--- src/rtl/izh_pkg.sv ---
package izh_pkg;

    // Input word layout, last field in the lowest bits.
    typedef struct packed {
        logic [5:0]         pad;
        logic signed [31:0] initial_voltage;
        logic signed [31:0] coef_d;
        logic signed [31:0] coef_c;
        logic signed [31:0] coef_b;
        logic signed [31:0] coef_a;
        logic signed [31:0] noise_sample;
        logic signed [31:0] synaptic_sum;
        logic [9:0]         neuron_id;
    } in_data_t;

    // Result word layout, last field in the lowest bits.
    typedef struct packed {
        logic [3:0]         pad;
        logic signed [31:0] recovery_value;
        logic signed [31:0] membrane_voltage;
        logic               in_refractory;
        logic               spiked;
        logic [9:0]         result_index;
    } out_data_t;

    // State store entry: refractory count, recovery value, voltage.
    typedef struct packed {
        logic [15:0]        count;
        logic signed [31:0] u;
        logic signed [31:0] v;
    } st_word_t;

    localparam int CFG_IDX_W = 3;

    typedef enum logic [CFG_IDX_W-1:0] {
        CFG_STEP_GAIN    = 3'd0,
        CFG_INPUT_GAIN   = 3'd1,
        CFG_BIAS_CURRENT = 3'd2,
        CFG_NOISE_GAIN   = 3'd3,
        CFG_THRESHOLD    = 3'd4,
        CFG_REFRACTORY   = 3'd5
    } cfg_idx_t;

    // 0.04 in Q16.16 and 140 mV in Q16.16.
    localparam logic [11:0]        Q_004   = 12'd2621;
    localparam logic signed [49:0] C140_Q  = 50'sd9175040;
    localparam logic signed [49:0] SAT_MAX = 50'sd2147483647;
    localparam logic signed [49:0] SAT_MIN = -50'sd2147483648;

    typedef enum logic [1:0] {
        RES_NONE,
        RES_INIT,
        RES_REFR,
        RES_SPIKE
    } res_op_t;

    typedef enum logic [3:0] {
        MUL_NONE,
        MUL_NOISE,
        MUL_VV,
        MUL_SQ,
        MUL_GA,
        MUL_GP,
        MUL_BV,
        MUL_IS,
        MUL_GT
    } mul_sel_t;

    typedef enum logic [3:0] {
        POST_NONE,
        POST_SUM,
        POST_SQ,
        POST_P,
        POST_GA,
        POST_VB,
        POST_T,
        POST_VNEW,
        POST_UNEW
    } post_op_t;

    typedef enum logic [3:0] {
        ST_IDLE,
        ST_INIT_AB,
        ST_INIT_CD,
        ST_RD_AB,
        ST_RD_CD,
        ST_DECIDE,
        ST_M1,
        ST_M2,
        ST_M3,
        ST_M4,
        ST_M5,
        ST_M6,
        ST_M7,
        ST_M8,
        ST_WB
    } ctrl_state_t;

    typedef struct packed {
        logic     capture;
        logic     coef_wr;
        logic     coef_rd;
        logic     coef_hi;
        logic     st_rd;
        logic     st_wr;
        logic     latch_state;
        res_op_t  res_op;
        mul_sel_t mul_sel;
        post_op_t post_op;
        logic     load_out;
    } dp_cmd_t;

    typedef struct packed {
        logic in_range;
        logic in_init;
        logic cur_in_range;
        logic cnt_nonzero;
        logic above_thr;
        logic out_free;
    } dp_stat_t;

    function automatic logic signed [49:0] sext50(input logic signed [31:0] x);
        return {{18{x[31]}}, x};
    endfunction

    function automatic logic signed [31:0] sat32(input logic signed [49:0] x);
        logic signed [31:0] r;
        if (x > SAT_MAX)
            r = 32'sh7FFFFFFF;
        else if (x < SAT_MIN)
            r = 32'sh80000000;
        else
            r = x[31:0];
        return r;
    endfunction

    function automatic logic signed [31:0] qadd(input logic signed [31:0] x,
                                                input logic signed [31:0] y);
        return sat32(sext50(x) + sext50(y));
    endfunction

    function automatic logic signed [31:0] qsub(input logic signed [31:0] x,
                                                input logic signed [31:0] y);
        return sat32(sext50(x) - sext50(y));
    endfunction

    // Floor of the product over 2^16, saturated.
    function automatic logic signed [31:0] qmul_res(input logic signed [65:0] p);
        return sat32(p[65:16]);
    endfunction

endpackage

--- src/rtl/izh_ctrl.sv ---
module izh_ctrl (
    input  logic              clk,
    input  logic              rst_n,
    input  logic              in_valid,
    output logic              in_ready,
    output izh_pkg::dp_cmd_t  cmd,
    input  izh_pkg::dp_stat_t stat
);

    izh_pkg::ctrl_state_t state_reg;
    izh_pkg::ctrl_state_t state_next;

    always_ff @(posedge clk or negedge rst_n)
    begin
        if (!rst_n)
        begin
            state_reg <= izh_pkg::ST_IDLE;
        end
        else
        begin
            state_reg <= state_next;
        end
    end

    always_comb
    begin
        state_next = state_reg;
        unique case (state_reg)
            izh_pkg::ST_IDLE:
            begin
                if (in_valid)
                begin
                    priority if (!stat.in_range)
                        state_next = izh_pkg::ST_WB;
                    else if (stat.in_init)
                        state_next = izh_pkg::ST_INIT_AB;
                    else
                        state_next = izh_pkg::ST_RD_AB;
                end
            end
            izh_pkg::ST_INIT_AB: state_next = izh_pkg::ST_INIT_CD;
            izh_pkg::ST_INIT_CD: state_next = izh_pkg::ST_WB;
            izh_pkg::ST_RD_AB:   state_next = izh_pkg::ST_RD_CD;
            izh_pkg::ST_RD_CD:   state_next = izh_pkg::ST_DECIDE;
            izh_pkg::ST_DECIDE:
            begin
                if (stat.cnt_nonzero || stat.above_thr)
                    state_next = izh_pkg::ST_WB;
                else
                    state_next = izh_pkg::ST_M1;
            end
            izh_pkg::ST_M1: state_next = izh_pkg::ST_M2;
            izh_pkg::ST_M2: state_next = izh_pkg::ST_M3;
            izh_pkg::ST_M3: state_next = izh_pkg::ST_M4;
            izh_pkg::ST_M4: state_next = izh_pkg::ST_M5;
            izh_pkg::ST_M5: state_next = izh_pkg::ST_M6;
            izh_pkg::ST_M6: state_next = izh_pkg::ST_M7;
            izh_pkg::ST_M7: state_next = izh_pkg::ST_M8;
            izh_pkg::ST_M8: state_next = izh_pkg::ST_WB;
            izh_pkg::ST_WB:
            begin
                if (stat.out_free)
                    state_next = izh_pkg::ST_IDLE;
            end
            default: state_next = izh_pkg::ST_IDLE;
        endcase
    end

    always_comb
    begin
        cmd         = '0;
        cmd.res_op  = izh_pkg::RES_NONE;
        cmd.mul_sel = izh_pkg::MUL_NONE;
        cmd.post_op = izh_pkg::POST_NONE;
        in_ready    = 1'b0;
        unique case (state_reg)
            izh_pkg::ST_IDLE:
            begin
                in_ready    = 1'b1;
                cmd.capture = in_valid;
            end
            izh_pkg::ST_INIT_AB:
            begin
                cmd.coef_wr = 1'b1;
            end
            izh_pkg::ST_INIT_CD:
            begin
                cmd.coef_wr = 1'b1;
                cmd.coef_hi = 1'b1;
                cmd.res_op  = izh_pkg::RES_INIT;
            end
            izh_pkg::ST_RD_AB:
            begin
                cmd.st_rd   = 1'b1;
                cmd.coef_rd = 1'b1;
            end
            izh_pkg::ST_RD_CD:
            begin
                cmd.coef_rd     = 1'b1;
                cmd.coef_hi     = 1'b1;
                cmd.latch_state = 1'b1;
            end
            izh_pkg::ST_DECIDE:
            begin
                priority if (stat.cnt_nonzero)
                    cmd.res_op = izh_pkg::RES_REFR;
                else if (stat.above_thr)
                    cmd.res_op = izh_pkg::RES_SPIKE;
                else
                    cmd.res_op = izh_pkg::RES_NONE;
                cmd.mul_sel = izh_pkg::MUL_NOISE;
            end
            izh_pkg::ST_M1:
            begin
                cmd.post_op = izh_pkg::POST_SUM;
                cmd.mul_sel = izh_pkg::MUL_VV;
            end
            izh_pkg::ST_M2:
            begin
                cmd.post_op = izh_pkg::POST_SQ;
                cmd.mul_sel = izh_pkg::MUL_SQ;
            end
            izh_pkg::ST_M3:
            begin
                cmd.post_op = izh_pkg::POST_P;
                cmd.mul_sel = izh_pkg::MUL_GA;
            end
            izh_pkg::ST_M4:
            begin
                cmd.post_op = izh_pkg::POST_GA;
                cmd.mul_sel = izh_pkg::MUL_GP;
            end
            izh_pkg::ST_M5:
            begin
                cmd.post_op = izh_pkg::POST_VB;
                cmd.mul_sel = izh_pkg::MUL_BV;
            end
            izh_pkg::ST_M6:
            begin
                cmd.post_op = izh_pkg::POST_T;
                cmd.mul_sel = izh_pkg::MUL_IS;
            end
            izh_pkg::ST_M7:
            begin
                cmd.post_op = izh_pkg::POST_VNEW;
                cmd.mul_sel = izh_pkg::MUL_GT;
            end
            izh_pkg::ST_M8:
            begin
                cmd.post_op = izh_pkg::POST_UNEW;
            end
            izh_pkg::ST_WB:
            begin
                cmd.st_wr    = stat.out_free && stat.cur_in_range;
                cmd.load_out = stat.out_free;
            end
            default:
            begin
                in_ready = 1'b0;
            end
        endcase
    end

`ifndef ASSERT_OFF
    a_capture_leaves_idle: assert property (@(posedge clk) disable iff (!rst_n)
        (state_reg == izh_pkg::ST_IDLE && in_valid) |=> state_reg != izh_pkg::ST_IDLE)
        else $error("accepted word did not start processing");

    a_wb_holds_when_blocked: assert property (@(posedge clk) disable iff (!rst_n)
        (state_reg == izh_pkg::ST_WB && !stat.out_free) |=> state_reg == izh_pkg::ST_WB)
        else $error("writeback left while result slot was occupied");

    a_ready_only_in_idle: assert property (@(posedge clk) disable iff (!rst_n)
        in_ready |-> state_reg == izh_pkg::ST_IDLE)
        else $error("input ready outside the idle state");
`endif

endmodule

--- config.mk ---
export PLATFORM = sky130hd
export DESIGN_NAME = izh_ctrl
export DESIGN_NICKNAME = d
export VERILOG_FILES = /design/src/rtl/izh_pkg.sv /design/src/rtl/izh_ctrl.sv
export SDC_FILE = /design/constraint.sdc
export NUM_CORES = 1
export LEC_CHECK = 0
export ABC_AREA = 0
export BUFFER_PORTS_ARGS = -buffer_cell sky130_fd_sc_hd__buf_2
export CORE_AREA = 3 3 40 42
export DETAILED_ROUTE_END_ITERATION = 6
export DIE_AREA = 0 0 43 45
export PLACE_DENSITY = 0.79
export SLEW_MARGIN = 20
export SYNTH_ARGS = -nofsm -noshare
export SYNTH_HDL_FRONTEND = slang
export SYNTH_SLANG_ARGS = --single-unit
--- constraint.sdc ---
create_clock -name clk -period 2.2 [get_ports clk]
set_input_delay 0.11 -clock clk [delete_from_list [all_inputs] [get_ports clk]]
set_output_delay 0.11 -clock clk [all_outputs]
set_load 0.02 [all_outputs]
==> results.py, run 1 <==
metrics = {
    "logic_synthesis": {
        "synthDominantCellAreaShare": 0.2062,
        "syn_avg_cell_area_um2": 7.139,
        "synthesis.nets": 77,
        "synth_top_cells_by_area": "sky130_fd_sc_hd__dfrtp_1, sky130_fd_sc_hd__nor2_1, sky130_fd_sc_hd__a21oi_1",
        "post_synth_instance_area_um2": 485.5,
        "post_synth_edffs": 0,
        "ys_seq_elements": 4,
        "yosysUniqueCellTypes": 30,
        "yosys.area.top_type": "sky130_fd_sc_hd__dfrtp_1",
        "synthesis.instances": 68,
        "synth_async_sr_flop_share": 1.000,
        "synthesis.yosys.warnings": 0,
        "synth_ff_type": "sky130_fd_sc_hd__dfrtp_1",
        "ys_seq_area_frac": 0.2062,
    },
    "placed_design": {
        "pre_cts_slack_ns": 0.6627,
        "dp_hpwl_um": 908.4,
        "io_buffers": 27,
        "gp_congestion": 0.7615,
        "placed_cell_area_um2": 608.1,
    },
    "setup_path": {
        "cell_family_with_the_largest_share_of_critical_path_delay": "flip-flops",
        "startpoint_type": "flip-flop",
        "setup.worst_path.end_class": "output pin",
        "cpPeakStageDelay_ns": 0.58,
        "crit_cells": 5,
        "path_type_of_the_worst_setup_path": "flip-flop to output pin",
        "worst-path-buf-inv": 1,
        "required_ns": 2.09,
        "arrival_ns": 1.67,
        "crit_path_top_delay_cell": "sky130_fd_sc_hd__dfrtp_1",
        "worstPathCellList": "nand2b_2 -> nand2b_4 -> and2_4 -> a22o_1 -> buf_2",
        "worstRegToRegCells": 4,
        "ff2ff_setup_slack_ns": 0.74,
        "worst-path-max-fanout": 14,
    },
    "timing": {
        "report.final.slew_viol_count": 0,
        "slew_at_the_pin_closest_to_its_max_slew_limit_ns": 0.5181,
        "slew_headroom": 0.6546,
        "setup_repair_after_global_routing_missed_its_margin": "false",
        "layout_worst_path_cycle_share": 0.8076,
        "achievable-frequency_ghz": 0.5628,
        "finalSetupViolations": 0,
        "layout_min_cycle_time_ns": 1.777,
        "clock_skew_ns": 0.004819,
        "hold_slack_ns": 0.2085,
        "worst_setup_margin_ns": 0.4232,
        "hold_violations": 0,
        "setup_tns_ns": 0,
    },
    "finish": {
        "drive_above_1_share": 0.3723,
        "multi_input_comb_area_um2": 346.6,
        "final_design_area_no_fill_um2": 640.6,
        "final_core_utilization": 0.4985,
        "num-fill-cells": 138,
        "synthToLayoutAreaGrowth_pct": 31.96,
        "finish.net_count": 105,
        "insertedDiodeCount": 0,
        "area.sequential_um2": 100.1,
        "flip_flop_count_of_the_largest_register_all_copies_and_words_added": 4,
    },
    "global_route": {
        "gr-total-overflow": 0,
        "number_of_antenna_violations_at_the_first_check_in_global_routing": 0,
        "grt_first_pass_wirelength_mm": 1.835,
        "gr-usage-all-layers": 0.1253,
        "grt_pass1_vias": 450,
        "largest_net_degree_at_the_start_of_global_routing": 17,
    },
    "die": {
        "core_um2": 1285,
        "floorplan.initialDensity": 0.3778,
        "boundaryPins": 28,
        "die_width_um": 43,
        "dieArea_um2": 1935,
        "die_height_um": 45,
        "row_count": 13,
    },
    "detailed_routing": {
        "drc_errors_left": 0,
        "detail_route.iter0.violations": 12,
        "final_ant_viol_nets": 0,
        "post_drt_via_cell_ratio": 4.862,
        "firstDrtPassIters": 4,
        "drt-total-wl_mm": 1.175,
        "post_drt_wl_per_cell_um": 10.78,
        "vias": 530,
    },
    "clocking": {
        "root_buffer": "sky130_fd_sc_hd__clkbuf_4",
        "clock_latency_ns": 0.24,
        "htree_num_levels": 1,
        "clkSinkCount": 4,
        "max-clock-path-buffers": 2,
        "cts_tree": "done",
        "tritoncts.num_buffers": 3,
        "number_of_gates_resized_after_cts": 0,
        "clk_transition_reported_paths_ns": 0.04,
        "cts_post_setup_buffers_inserted": 0,
    },
    "pwr": {
        "p_per_area_nw_per_um2": 1706,
        "cellInternalPower_mw": 0.4908,
        "p_clk_frac": 0.083,
        "switching_power_mw": 0.6022,
        "seq_power_share": 0.225,
        "switching_share": 0.5510,
        "combinationalPowerShare": 0.692,
        "leakage_nw": 0.3331,
        "ir_drop_mv": 0.9000,
    },
    "worst_hold_path": {
        "path_class_of_the_lowest_slack_min_delay_path": "input pin to asynchronous set/reset pin",
    },
    "job": {
        "timing.max_cap.violations": 0,
    },
    "outcome": {
        "status": "complete, no violations",
    },
}
==> metal layers <==
metal | track usage | wire [um] | part of all wire
met5 | 0 | 0 | 0
met3 | 0.05976 | 127 | 0.11
met1 | 0.1703 | 532 | 0.45
met4 | 0.01807 | 0 | 0
met2 | 0.1856 | 516 | 0.44
==> per-stage QoR <==
step / power, mW / cells
2_1_floorplan: 0.8379 / 68
3_3_place_gp: 0.9995 / 105
3_5_place_dp: 1.009 / 105
4_1_cts: 1.104 / 109
5_1_grt: 1.194 / 109
6_report: 1.093 / 109
==> synth_stat cells, drive strengths merged, types with 2 or more instances <==
master,n
inv,2
o21ai,4
buf,5
nor3,4
dfrtp,4
nor2b,3
xnor2,2
a211oi,2
a21oi,5
nand2b,4
nor2,11
nand2,5
and2,5
mux2i,2
==> path summary, 6_finish.rpt <==
check	from	endpoint
worst max-delay path	state_reg[3]	cmd[2]
worst min-delay path	rst_n	state_reg[2]
worst max register to register	state_reg[0]	state_reg[1]
worst min register to register	state_reg[0]	state_reg[0]
max in group asynchronous	rst_n	state_reg[1]
min in group clk	stat[0]	state_reg[3]
==> placed cells by master (no fill, tap or decap) <==
cell / netlist / layout
sky130_fd_sc_hd__buf_2: 4 / 27
sky130_fd_sc_hd__nor2_1: 11 / 11
sky130_fd_sc_hd__nand2_1: 5 / 5
sky130_fd_sc_hd__a21oi_1: 5 / 5
sky130_fd_sc_hd__and2_1: 4 / 4
sky130_fd_sc_hd__nor3_1: 4 / 4
sky130_fd_sc_hd__dfrtp_1: 4 / 4
sky130_fd_sc_hd__clkbuf_4: 0 / 3
sky130_fd_sc_hd__nand2b_1: 2 / 2
sky130_fd_sc_hd__inv_1: 2 / 2
sky130_fd_sc_hd__xnor2_1: 2 / 2
sky130_fd_sc_hd__o21ai_0: 2 / 2
sky130_fd_sc_hd__o21ai_1: 2 / 2
sky130_fd_sc_hd__a211oi_1: 2 / 2
sky130_fd_sc_hd__nor2b_1: 2 / 2
sky130_fd_sc_hd__mux2i_1: 2 / 2
sky130_fd_sc_hd__nor2b_2: 1 / 1
sky130_fd_sc_hd__nand2b_2: 1 / 1
sky130_fd_sc_hd__nand2b_4: 1 / 1
sky130_fd_sc_hd__and2_4: 1 / 1
sky130_fd_sc_hd__o32a_1: 1 / 1
sky130_fd_sc_hd__or2_1: 1 / 1
sky130_fd_sc_hd__a22o_1: 1 / 1
sky130_fd_sc_hd__xor2_1: 1 / 1
sky130_fd_sc_hd__nand3b_1: 1 / 1
sky130_fd_sc_hd__and3_1: 1 / 1
sky130_fd_sc_hd__nand3_1: 1 / 1
sky130_fd_sc_hd__o31ai_2: 1 / 1
sky130_fd_sc_hd__or3_1: 1 / 1
sky130_fd_sc_hd__nor3b_1: 1 / 1
sky130_fd_sc_hd__dlygate4sd3_1: 0 / 1
==> final cells by class <==
cell class / count / share of cell area
clock buffers: 3 / 0.03516
inverters: 2 / 0.01172
multi-input cells: 57 / 0.5410
flip-flops and latches: 4 / 0.1563
well taps: 15 / 0.02930
repair buffers: 28 / 0.2266
==> cells by family after synthesis <==
| group | share of synthesized area |
|---|---|
| buffers and inverters | 0.07990 |
| muxes | 0.04124 |
| xor gates and xnor gates | 0.05413 |
| AOI/OAI and AO/OA | 0.1881 |
| and+or+nand+nor | 0.4304 |
| DFF | 0.2062 |
==> what timing repair did <==
item	CTS	global route
hold buffers	1	0
setup endpoints to repair	0	0
hold endpoints to repair	4	0
==> power by group through the flow <==
| stage | Clock (mW) | Sequential, mW | Combinational (mW) |
|---|---|---|---|
| finish | 0.0908 | 0.246 | 0.756 |
| global route | 0.101 | 0.259 | 0.834 |
| CTS | 0.0935 | 0.244 | 0.766 |
| detailed placement | 0 | 0.246 | 0.763 |
| global placement | 0 | 0.240 | 0.760 |
| floorplan | 0 | 0.147 | 0.691 |
(Power assumes the default switching activity.)
==> inputs of run 2 (changes only) <==
==> constraint.sdc (replaced) <==
create_clock -name clk -period 1.8 [get_ports clk]
set_input_delay 0.09 -clock clk [delete_from_list [all_inputs] [get_ports clk]]
set_output_delay 0.09 -clock clk [all_outputs]
set_load 0.02 [all_outputs]
==> run 2 against run 1 <==
Net effect: critical path depth stayed put; wire length is 5.6% higher; non-clock buffer count is 1 higher; setup slack worse by 0.29 ns; sequential share of layout area is 0.47 points higher; final cell count is 0.92% higher; critical path type unchanged.
==> results.py, run 2 (synthesis gave the netlist of run 1 again) <==
metrics = {
    "outcome": {
        "status": "complete, no violations",
    },
    "setup_path": {
        "path_type_of_the_worst_setup_path": "flip-flop to output pin",
        "worst-path-max-fanout": 14,
        "worstRegToRegCells": 3,
        "ff2ff_setup_slack_ns": 0.47,
        "required_ns": 1.71,
        "startpoint_type": "flip-flop",
        "r2r-start": "state_reg[2]",
        "worstReg2RegEnd": "state_reg[1]",
        "setup.worst_path.end_class": "output pin",
        "arrival_ns": 1.58,
    },
    "timing": {
        "setup_tns_ns": 0,
        "hold_violations": 0,
        "layout_min_cycle_time_ns": 1.667,
        "achievable-frequency_ghz": 0.5998,
        "slew_at_the_pin_closest_to_its_max_slew_limit_ns": 0.2890,
        "finalSetupViolations": 0,
        "clock_skew_ns": 0.0003998,
        "setup_repair_after_global_routing_missed_its_margin": "false",
        "slew_headroom": 0.8062,
        "report.final.slew_viol_count": 0,
        "layout_worst_path_cycle_share": 0.9262,
    },
    "global_route": {
        "gr-usage-all-layers": 0.1347,
        "gr-total-overflow": 0,
        "grt_pass1_vias": 462,
        "grt_first_pass_wirelength_mm": 1.952,
        "largest_net_degree_at_the_start_of_global_routing": 17,
        "number_of_antenna_violations_at_the_first_check_in_global_routing": 0,
    },
    "clocking": {
        "cts_tree": "done",
        "tritoncts.num_buffers": 3,
        "cts_post_setup_buffers_inserted": 0,
        "clkSinkCount": 4,
        "htree_num_levels": 1,
        "clock_latency_ns": 0.23,
        "max-clock-path-buffers": 2,
        "root_buffer": "sky130_fd_sc_hd__clkbuf_4",
        "clk_transition_reported_paths_ns": 0.04,
    },
    "die": {
        "floorplan.initialDensity": 0.3778,
        "die_height_um": 45,
        "die_width_um": 43,
        "core_um2": 1285,
        "boundaryPins": 28,
        "row_count": 13,
        "dieArea_um2": 1935,
    },
    "placed_design": {
        "total_placed_cells_including_tap_cells": 106,
        "io_buffers": 27,
        "dp_hpwl_um": 912.7,
        "gp_congestion": 0.7808,
    },
    "worst_hold_path": {
        "min_delay_worst_endpoint": "state_reg[3]",
        "path_class_of_the_lowest_slack_min_delay_path": "input pin to flip-flop",
        "hp-start": "stat[0]",
        "hold_depth": 3,
    },
    "job": {
        "timing.max_cap.violations": 0,
    },
    "detailed_routing": {
        "final_ant_viol_nets": 0,
        "drc_errors_left": 0,
        "drt-total-wl_mm": 1.241,
        "detail_route.iter0.violations": 24,
        "vias": 572,
        "firstDrtPassIters": 4,
        "post_drt_via_cell_ratio": 5.200,
        "post_drt_wl_per_cell_um": 11.28,
    },
    "pwr": {
        "combinationalPowerShare": 0.690,
        "ir_drop_mv": 1.017,
        "leakage_nw": 0.3343,
        "switching_power_mw": 0.7544,
        "cellInternalPower_mw": 0.6256,
        "p_per_area_nw_per_um2": 2113,
        "switching_share": 0.5466,
        "seq_power_share": 0.231,
        "p_clk_frac": 0.080,
    },
    "finish": {
        "insertedDiodeCount": 0,
        "layout.cells.non_filler": 110,
        "synthToLayoutAreaGrowth_pct": 34.54,
        "drive_above_1_share": 0.4211,
        "num-fill-cells": 140,
        "finish.net_count": 106,
        "highest_count_cells_in_the_layout_ignoring_fill_and_taps": "sky130_fd_sc_hd__buf_2, sky130_fd_sc_hd__nor2_1, sky130_fd_sc_hd__nand2_1, sky130_fd_sc_hd__a21oi_1",
        "flip_flop_count_of_the_largest_register_all_copies_and_words_added": 4,
        "layout_commonest_cell": "sky130_fd_sc_hd__buf_2",
    },
}
[run 2: worst max-delay path, cell delays in order (launching register included)]
cell,delay (ns)
sky130_fd_sc_hd__dfrtp_2,0.49
sky130_fd_sc_hd__nor2b_2,0.19
sky130_fd_sc_hd__nand2b_4,0.15
sky130_fd_sc_hd__and2_4,0.15
sky130_fd_sc_hd__a22o_1,0.21
sky130_fd_sc_hd__buf_2,0.15
[run 2: power by group through the flow]
| stage | combinational (mW) | clock, mW | sequential, mW |
|---|---|---|---|
| after global placement | 0.944 | 0 | 0.295 |
| after detailed placement | 0.954 | 0 | 0.306 |
| after global routing | 1.05 | 0.126 | 0.334 |
| final | 0.952 | 0.110 | 0.318 |
| after CTS | 0.961 | 0.116 | 0.305 |
| after floorplan | 0.844 | 0 | 0.180 |
[run 2: through the flow]
| stage | utilization | hold slack [ns] | worst slack, ns | total power [mW] | instance area, um^2 |
|---|---|---|---|---|---|
| floorplan | - | -0.2056 | 0.3170 | 1.024 | 485.5 |
| global placement | 0.4791 | -0.1046 | 0.3113 | 1.240 | 615.6 |
| detailed placement | 0.4791 | -0.1048 | 0.2901 | 1.261 | 615.6 |
| CTS | 0.5044 | 0.1787 | 0.03319 | 1.381 | 648.1 |
| global route | 0.5083 | 0.1942 | 0.02916 | 1.506 | 653.1 |
| finish | 0.5083 | 0.1807 | 0.1329 | 1.380 | 653.1 |
[run 2: how the worst max path moves through the flow]
stage | from | end | slack [ns] | cells past startpoint
after floorplan | state_reg[2] | cmd[17] | 0.32 | 4
after global placement | state_reg[3] | cmd[2] | 0.31 | 5
after detailed placement | state_reg[2] | cmd[2] | 0.29 | 5
after CTS | state_reg[2] | cmd[2] | 0.03 | 5
final | state_reg[3] | cmd[2] | 0.13 | 5
after global routing | state_reg[1] | cmd[9] | 0.03 | 4
[run 2: what timing repair did]
| item | in CTS | in global routing |
|---|---|---|
| hold buffers | 1 | 0 |
| endpoints found under the hold margin | 4 | 0 |
| gates resized for setup | 0 | 4 |
| endpoints found under the setup margin | 0 | 3 |
[run 2: final cells by class]
| class | count | area [um^2] | share of cell area |
|---|---|---|---|
| tap | 15 | 18.77 | 0.02874 |
| timing repair buffer | 29 | 152.6 | 0.2337 |
| inverter | 2 | 7.507 | 0.01149 |
| multi-input combinational | 57 | 346.6 | 0.5307 |
| sequential | 4 | 105.1 | 0.1609 |
| clock buffer | 3 | 22.52 | 0.03448 |
[run 2: per-layer routing]
layer	share of wire	track usage	vias up	wire, um
met5	0	0	-	0
met4	0.020	0.1084	0	25
met3	0.060	0.01195	4	74
met2	0.45	0.1886	20	564
met1	0.47	0.1883	263	578
li1	-	-	285	-
